--- src/rtl/assert_macros.svh ---
// Assertion helpers used by the RTL. Bodies vanish in synthesis builds.
`ifndef ASSERT_MACROS_SVH
`define ASSERT_MACROS_SVH

`ifndef SYNTHESIS
// Same-cycle implication, disabled during reset
`define ASSERT_IMPLY(lbl, clk, rst_n, ante, cons) \
    lbl: assert property (@(posedge clk) disable iff (!(rst_n)) (ante) |-> (cons)) \
        else $error("assertion failed");
// Next-cycle implication, disabled during reset
`define ASSERT_NEXT(lbl, clk, rst_n, ante, cons) \
    lbl: assert property (@(posedge clk) disable iff (!(rst_n)) (ante) |=> (cons)) \
        else $error("assertion failed");
`else
`define ASSERT_IMPLY(lbl, clk, rst_n, ante, cons)
`define ASSERT_NEXT(lbl, clk, rst_n, ante, cons)
`endif

`endif

--- src/rtl/abkf_pkg.sv ---
`timescale 1ns / 1ps
`default_nettype none

package abkf_pkg;

    // Register indexes
    localparam logic [1:0] REG_ANGLE_NOISE = 2'd0;
    localparam logic [1:0] REG_BIAS_NOISE  = 2'd1;
    localparam logic [1:0] REG_MEAS_NOISE  = 2'd2;

    // Register reset values (Q8.24)
    localparam logic [31:0] APN_RST = 32'd16777;
    localparam logic [31:0] BPN_RST = 32'd50332;
    localparam logic [31:0] MN_RST  = 32'd503316;

    localparam logic signed [63:0] MAX64 = 64'sh7FFF_FFFF_FFFF_FFFF;
    localparam logic signed [63:0] MIN64 = 64'sh8000_0000_0000_0000;

    typedef enum logic [3:0] {
        ST_IDLE,
        ST_MUL_GO,
        ST_MUL_WAIT,
        ST_T_SUB1,
        ST_T_SUB2,
        ST_T_ADD,
        ST_S_SUM,
        ST_DIV_GO,
        ST_DIV_WAIT,
        ST_OUT
    } t_state;

    typedef enum logic [3:0] {
        OP_ANG_PRED,
        OP_DTP11,
        OP_P00_PRED,
        OP_P11_PRED,
        OP_ANG_CORR,
        OP_BIAS_CORR,
        OP_P00_CORR,
        OP_P01_CORR,
        OP_P10_CORR,
        OP_P11_CORR
    } t_op;

    // Right shift applied to a product
    typedef enum logic [1:0] {
        SH_16,
        SH_24,
        SH_32
    } t_shift;

    // Status of a multi-cycle arithmetic unit
    typedef struct packed {
        logic busy;
        logic done;
    } t_unit_stat;

    function automatic logic [63:0] mag64(input logic signed [63:0] x);
        return x[63] ? (64'd0 - x) : x;
    endfunction

    // Signed value from a 128 bit magnitude, saturated to 64 bits
    function automatic logic signed [63:0] sat_mag(input logic [127:0] m, input logic neg);
        logic signed [63:0] r;
        if (|m[127:63]) begin
            r = neg ? MIN64 : MAX64;
        end else begin
            r = neg ? (64'sd0 - $signed(m[63:0])) : $signed(m[63:0]);
        end
        return r;
    endfunction

    function automatic logic signed [63:0] sadd64(input logic signed [63:0] a,
                                                  input logic signed [63:0] b);
        logic signed [64:0] s;
        logic signed [63:0] r;
        s = {a[63], a} + {b[63], b};
        if (s[64] != s[63]) begin
            r = s[64] ? MIN64 : MAX64;
        end else begin
            r = s[63:0];
        end
        return r;
    endfunction

    function automatic logic signed [63:0] ssub64(input logic signed [63:0] a,
                                                  input logic signed [63:0] b);
        logic signed [64:0] s;
        logic signed [63:0] r;
        s = {a[63], a} - {b[63], b};
        if (s[64] != s[63]) begin
            r = s[64] ? MIN64 : MAX64;
        end else begin
            r = s[63:0];
        end
        return r;
    endfunction

    function automatic logic signed [31:0] clamp32(input logic signed [63:0] x);
        logic signed [31:0] r;
        if (x > 64'sh0000_0000_7FFF_FFFF) begin
            r = 32'sh7FFF_FFFF;
        end else if (x < -64'sh0000_0000_8000_0000) begin
            r = 32'sh8000_0000;
        end else begin
            r = x[31:0];
        end
        return r;
    endfunction

endpackage

`default_nettype wire

--- src/rtl/abkf_div.sv ---
`timescale 1ns / 1ps
`default_nettype none

// Restoring divider, one quotient bit a cycle: (n * 2^32) / d, magnitude
// truncated, saturated to 64 bits, in 128 steps.
module abkf_div (
    input  wire                      i_clk,
    input  wire                      i_rst_n,
    input  wire                      i_start,
    input  wire  logic signed [63:0] i_num,
    input  wire  logic signed [63:0] i_den,
    output logic signed [63:0]       o_quo,
    output abkf_pkg::t_unit_stat     o_stat
);
    import abkf_pkg::*;

    logic [127:0] r_num;
    logic [63:0]  r_rem;
    logic [63:0]  r_dm;
    logic [63:0]  r_q;
    logic         r_ovf;
    logic         r_neg;
    logic [6:0]   r_cnt;
    logic         r_busy;
    logic         r_done;
    logic signed [63:0] r_quo;

    logic [64:0]  rem_sh;
    logic         q_bit;
    logic [63:0]  n_rem;
    logic [63:0]  n_q;
    logic         n_ovf;
    logic [64:0]  rem_diff;

    // One trial subtraction
    always_comb begin
        rem_sh   = {r_rem, r_num[127]};
        rem_diff = rem_sh - {1'b0, r_dm};
        q_bit    = (rem_sh >= {1'b0, r_dm});
        n_rem    = q_bit ? rem_diff[63:0] : rem_sh[63:0];
        n_q      = {r_q[62:0], q_bit};
        n_ovf    = r_ovf | r_q[63];
    end

    always_ff @(posedge i_clk) begin
        if (!i_rst_n) begin
            r_busy <= 1'b0;
            r_done <= 1'b0;
            r_cnt  <= 7'd0;
        end else begin
            r_done <= 1'b0;
            if (i_start && !r_busy) begin
                r_busy <= 1'b1;
                r_cnt  <= 7'd127;
            end else if (r_busy) begin
                r_cnt <= r_cnt - 7'd1;
                if (r_cnt == 7'd0) begin
                    r_busy <= 1'b0;
                    r_done <= 1'b1;
                end
            end
        end
    end

    always_ff @(posedge i_clk) begin
        if (i_start && !r_busy) begin
            r_num <= {32'd0, mag64(i_num), 32'd0};
            r_dm  <= mag64(i_den);
            r_neg <= i_num[63] ^ i_den[63];
            r_rem <= '0;
            r_q   <= '0;
            r_ovf <= 1'b0;
        end else if (r_busy) begin
            r_num <= {r_num[126:0], 1'b0};
            r_rem <= n_rem;
            r_q   <= n_q;
            r_ovf <= n_ovf;
            if (r_cnt == 7'd0) begin
                r_quo <= sat_mag({63'd0, n_ovf, n_q}, r_neg);
            end
        end
    end

    assign o_quo       = r_quo;
    assign o_stat.busy = r_busy;
    assign o_stat.done = r_done;

endmodule

`default_nettype wire

--- config.mk ---
export PLATFORM = sky130hd
export DESIGN_NAME = abkf_div
export DESIGN_NICKNAME = d
export VERILOG_FILES = /design/src/rtl/assert_macros.svh /design/src/rtl/abkf_pkg.sv /design/src/rtl/abkf_div.sv
export SDC_FILE = /design/constraint.sdc
export NUM_CORES = 1
export LEC_CHECK = 0
export ABC_CLOCK_PERIOD_IN_PS = 5800
export BUFFER_PORTS_ARGS = -buffer_cell sky130_fd_sc_hd__buf_2
export CORE_MARGIN = 2
export CORE_UTILIZATION = 55
export DETAILED_ROUTE_END_ITERATION = 10
export MAX_ROUTING_LAYER = met4
export PLACE_DENSITY = 0.78
export SYNTH_ARGS = -nofsm -noshare
export SYNTH_HDL_FRONTEND = slang
export SYNTH_SLANG_ARGS = --single-unit
--- constraint.sdc ---
create_clock -name i_clk -period 5.8 [get_ports i_clk]
set_clock_uncertainty 0.05 [all_clocks]
set_input_delay 1.16 -clock i_clk [delete_from_list [all_inputs] [get_ports i_clk]]
set_output_delay 1.16 -clock i_clk [all_outputs]
set_load 0.02 [all_outputs]
Word level (Yosys, flattened, before mapping) --
Cells that the tools add are included.
Storage, ports and cells: bits in registers 363, input bits 131, output and inout bits 66, logic and storage cells 44
Cells by class: $add $sub $neg 5, $lt $le $gt $ge 1, multiplexer cells 14, bitwise logic cells 5, reduce and logical (&&, ||, !) cells 7
Operators with widths (number):
- 2-to-1 mux 64 bit | 5
- 2-to-1 mux 96 bit | 2
- subtractor 1 x 64 -> 64 bit (first input constant) | 3
- greater-or-equal comparator 65 x 64 -> 1 bit | 1
- subtractor 64 bit | 1
- 2-to-1 mux 63 bit | 1
- 2-to-1 mux 7 bit | 2
- logical NOT 7 bit | 1
- subtractor 7 x 1 -> 7 bit (second input constant) | 1
- 2-to-1 mux 1 bit | 4
- NOT 1 bit | 3
- AND reduction 3 bit | 1
- OR reduction 3 bit | 1
- nonzero test 2 bit | 1
- OR reduction 2 bit | 1
- logical AND 1 bit | 1
- logical NOT 1 bit | 1
- bitwise OR 1 bit | 1
- XOR 1 bit | 1

Logic depth before layout (Yosys ltp) --
depth in word-level cells 4, gate-level depth with buffers 27, gate-level depth less buffers 21

Least setup slack after synthesis --
No wires, ideal clock.
path kind flip-flop to flip-flop, start point register r_dm[18], end point register r_quo[58] (netlist: o_quo[58]) (data pin), library setup time 0.261 ns, data arrival time 5.780 ns, required time 5.489 ns, slack -0.291 ns, stages on the path, launching flop included 27, path buffers 6, clock period less this slack 6.091 ns, cell sequence edfxtp_1 -> inv_1 -> ha_1 -> clkbuf_1 -> a21oi_1 -> o21ai_0 -> a21oi_1 -> nor2_1 -> o32ai_1 -> a21oi_1 -> or2_2 -> inv_1 -> clkbuf_1 -> clkbuf_1 -> buf_1 -> ha_1 -> or3b_1 -> or3_1 -> clkbuf_1 -> nor3_1 -> and3_1 -> clkbuf_1 -> and3b_1 -> nand2_1 -> nor4_1 -> nand2_1 -> a221o_1
Between the ends: word-level cells in the longest chain between the ends 4
Ends and longest elaborated chain:
- start: declaration | RTL line abkf_div.sv:19 | logic [63:0] r_dm;
- start signal: assignment | RTL line abkf_div.sv:68 | r_dm <= mag64(i_den);
- greater-or-equal comparator 65 x 64 -> 1 bit | RTL line abkf_div.sv:39 | q_bit = (rem_sh >= {1'b0, r_dm});
- subtractor 1 x 64 -> 64 bit | RTL line abkf_pkg.sv:68 | r = neg ? (64'sd0 - $signed(m[63:0])) : $signed(m[63:0]);
- 2-to-1 mux 64 bit | RTL line abkf_pkg.sv:68
- 2-to-1 mux 64 bit | RTL line abkf_pkg.sv:65 | if (|m[127:63]) begin
- end signal: assignment | RTL line abkf_div.sv:79 | r_quo <= sat_mag({63'd0, n_ovf, n_q}, r_neg);
- end: declaration | RTL line abkf_div.sv:26 | logic signed [63:0] r_quo;
Every way passes these cells. A chain may end at the register's enable or synchronous reset.

Worst setup path in the final report --
start point register r_rem[51], end point register r_quo[60] (netlist: o_quo[60]) (data pin)
Between the ends: word-level cells in the longest chain between the ends 4
Ends and longest elaborated chain:
- start: declaration | RTL line abkf_div.sv:18 | logic [63:0] r_rem;
- start signal: assignment | RTL line abkf_div.sv:75 | r_rem <= n_rem;
- greater-or-equal comparator 65 x 64 -> 1 bit | RTL line abkf_div.sv:39
- subtractor 1 x 64 -> 64 bit | RTL line abkf_pkg.sv:68
- 2-to-1 mux 64 bit | RTL line abkf_pkg.sv:68
- 2-to-1 mux 64 bit | RTL line abkf_pkg.sv:65
Every way passes these cells.

==> metrics.md <==
| Metric | Value |
|---|---|
| Outcome | completed |
| Worst Hold Class | reg -> reg |
| Htree depth | 2 |
| Residual DRC | 0 |
| Vias in the first global route | between 15,000 and 20,000 |
| Share of cells above drive strength 1 | roughly an eighth |
| R2R setup slack | roughly 0.43 ns |
| Core Area | 37,800 um^2 |
| Top-area cell type share of the netlist area | 27.3% |
| # setup viols final | 0 |
| RR Startpoint | r_rem[51] |
| RSZ-0062 raised after global routing | false |
| Sequential cell area | 9200 um^2 |
| Fin nets | between 2,000 and 3,000 |
| Final setup TNS | 0 ns |
| Initial antenna violation count | 1 |
| Critical Path RT | about 6 ns |
| Vias post-DR | between 15,000 and 20,000 |
| Core Util, Final | around 63% |
| Commonest non-fill, non-tap cell in the layout | nand2_1 |
| R2R cell count | 19 |
| Max Slew Vio Count | 0 |
| CTS root buffer | clkbuf_16 |
| Critical path cell sequence | ha_1, a21oi_1, inv_1, a31oi_1, o21ai_0, a221oi_2, o211ai_1, or2_2, inv_2, ha_1, or3b_1, or3_1, nor3_4, nand4_1, nor2_2, nand3b_1, or4_1, o21ai_0, xor2_1 |
| Hold path depth | 2 |
| Critical path class | reg -> reg |
| Part of the Yosys area used for sequential elements | 43.3% |
| Unique masters post-synth | just under 80 |
| Leak pwr | roughly 0.0095 uW |
| Die height | 200 um |
| Crit Path Max Fanout | 8 |
| Flop and latch count out of synthesis | 363 |
| Post-synth EDFFs | 193 |
| Chip width | 200 um |
| Top cells by area, synth | edfxtp_1, dfxtp_1, nand2_1 |
| Mapped Cells | 2,445 |
| Post-synth design cell area | 21,200 um^2 |
| DR vias/cell | 6.05 |
| Most frequent cells in the layout | nand2_1, o21ai_0, buf_2 |
| Die footprint | 40,200 um^2 |
| Post-Layout Inst Area | 23,800 um^2 |
| Max Fclk | 186 MHz |
| Hold Startpoint | r_num[116] |
| Max-Cap Viols | 0 |
| Area Growth Syn to Fin | 12.3% |
| ANT nets after route | 0 |
| Period utilization | around 93% |
| PnR Total Power | about 9400 uW |
| Clock Tree Buf Depth | 3 |
| Kind of start point of the critical path | flip-flop |
| TritonCTS Sinks | 363 |
| Port Buffer Count | 196 |
| Largest net degree at the start of global routing | 102 |
| Avg WL per Cell | 17.8 um |
| Initial Util | 56.1% |
| Worst-path clk slew | 0.06 ns |
| Final-report hold violation count | 0 |
| TritonCTS clock tree | yes |
| Syn Area/Cell | 8.68 um^2 |
| Iter 0 DRT Violations | 1,588 |
| Dpl hpwl | 39.0 mm |
| Actual slew at the worst max-slew pin | 1.08 ns |
| Gpl congestion | 0.950 |
| FP Rows | 71 |
| Async set or reset register ratio after synthesis | 0% |
| FF-to-FF End | o_quo[60] |
| Syn_nets | 2,646 |
| FILL cells | between 3,000 and 4,000 |
| First-pass GRT wire length | between 80 and 90 mm |
| Synth warn | 0 |
| Critical-path top delay cell | or4_1 |
| End of the worst hold path | r_num[117] |
| Worst skew pair latency | 0.56 ns |
| Num ports | a little under 200 |
| Final min period | 5.37 ns |
| Gr usage total | approximately 28% |
| Aggregate global routing overflow | 0 |
| PwrDens | 395 nW/um^2 |
| Final WL | 55.2 mm |
| Multi-input gate area | 11,100 um^2 |
| Num CTS Buffers | 38 |
| Endpoint class of the critical path | flip-flop |
| VDD IR-drop max | 0.302 mV |
| CTS Hold Buffers Added | 0 |
| WP data arrival | about 5.6 ns |
| Top FF cell, synth | edfxtp_1 |
| Yosys top cell by area | edfxtp_1 |
| Worst stage delay on the critical path | ~0.52 ns |
| Drt pass-1 iters | 5 |
| DP Area | 22,500 um^2 |
| Relative slew margins | 28.2% |
[critical path: cells and delay by family, from the launching register on]
family,cells,cell delay (ns)
buf+inv,2,0.13
flops,1,0.34
compound gates,6,1.26
simple gates,8,2.67
xor+xnor,1,0.10
fa+ha+maj,2,0.58
[cell type report]
| cell class | instances | area share (%) |
|---|---|---|
| multi-input combinational | 1826 | 46.6 |
| sequential | 363 | 38.6 |
| timing repair buffer | 221 | 4.90 |
| clock buffer | 55 | 4.69 |
| tap | 511 | 2.68 |
| inverter | 103 | 1.62 |
| clock inverter | 15 | 0.845 |
| antenna | 1 | 0.0105 |
[routing by layer]
| metal | wire [um] | share of wire (%) | global-route usage, % | vias to the layer above |
|---|---|---|---|---|
| met1 | 24500 | 44 | 36.9 | 8886 |
| li1 | - | - | - | 9068 |
| met2 | 25700 | 47 | 44.0 | 663 |
| met4 | 1390 | 2.5 | 9.10 | 0 |
| met3 | 3580 | 6.5 | 3.75 | 103 |
| met5 | 0 | 0 | - | - |
[synthesized netlist by cell type (6+ instances only)]
| library cell | number |
|---|---|
| o21bai_1 | 19 |
| inv_1 | 102 |
| nor2b_1 | 12 |
| nand3_1 | 34 |
| a211o_1 | 11 |
| a22oi_1 | 23 |
| a31oi_1 | 14 |
| ha_1 | 69 |
| nand2b_1 | 15 |
| o31ai_1 | 58 |
| or3_1 | 28 |
| a21o_1 | 28 |
| a211oi_1 | 13 |
| dfxtp_1 | 170 |
| o22ai_1 | 8 |
| clkbuf_1 | 137 |
| o21ai_0 | 311 |
| a22o_1 | 30 |
| buf_1 | 12 |
| xor2_1 | 86 |
| and3_1 | 14 |
| o21a_1 | 6 |
| a221o_1 | 14 |
| nor4_1 | 27 |
| o211ai_1 | 7 |
| and2_1 | 6 |
| nand4_1 | 28 |
| or4_1 | 26 |
| a21oi_1 | 112 |
| nor3_1 | 44 |
| xnor2_1 | 107 |
| or2_2 | 9 |
| o311ai_0 | 13 |
| mux2i_1 | 6 |
| nor2_1 | 118 |
| edfxtp_1 | 193 |
| o41ai_1 | 30 |
| nand2_1 | 431 |
[flip-flops by register name, summed over array words and instances, names as in the netlist]
register / cells
r_done: 1
r_cnt: 7
r_neg: 1
r_dm: 64
r_ovf: 1
o_quo: 64
r_q: 64
r_busy: 1
r_rem: 64
r_num: 96
[timing repair]
| item | in CTS | in global routing |
|---|---|---|
| buffers inserted | 0 | 1 |
| setup endpoints to repair | 0 | 6 |
| gates resized for setup | 0 | 4 |
[power by group]
part           leakage [uW]  internal (uW)  total, uW  switching (uW)
logic               0.00560           1350       3540            2180
registers           0.00325           3110       3290             185
clock network      0.000643           1530       2570            1040
[worst max path at each step]
stage | end | start | slack (ns)
5_1_grt | o_quo[60] | r_dm[18] | 0.01
2_1_floorplan | o_quo[58] | r_dm[18] | 0.02
3_5_place_dp | o_quo[60] | r_rem[51] | 0.23
3_3_place_gp | o_quo[56] | r_dm[52] | 0.40
4_1_cts | o_quo[60] | r_rem[51] | 0.24
6_report | o_quo[60] | r_rem[51] | 0.43
[kinds of logic after synthesis]
group | count (synthesis) | share of synthesized area [%]
muxes | 8 | 0.389
buffers and inverters | 256 | 4.57
and+or+nand+nor | 817 | 17.7
DFF | 363 | 43.3
adders and majority gates | 70 | 4.16
AOI/OAI and AO/OA | 738 | 21.9
xor gates and xnor gates | 193 | 7.96
[metrics by stage]
stage | instances | hold slack (ns) | setup slack, ns
after floorplan | 2445 | 0.372 | 0.0243
after global placement | 3023 | 0.387 | 0.403
after detailed placement | 3023 | 0.394 | 0.235
after CTS | 3093 | 0.397 | 0.235
after global routing | 3095 | 0.429 | 0.0141
final | 3095 | 0.402 | 0.425
(Power assumes the default switching activity.)
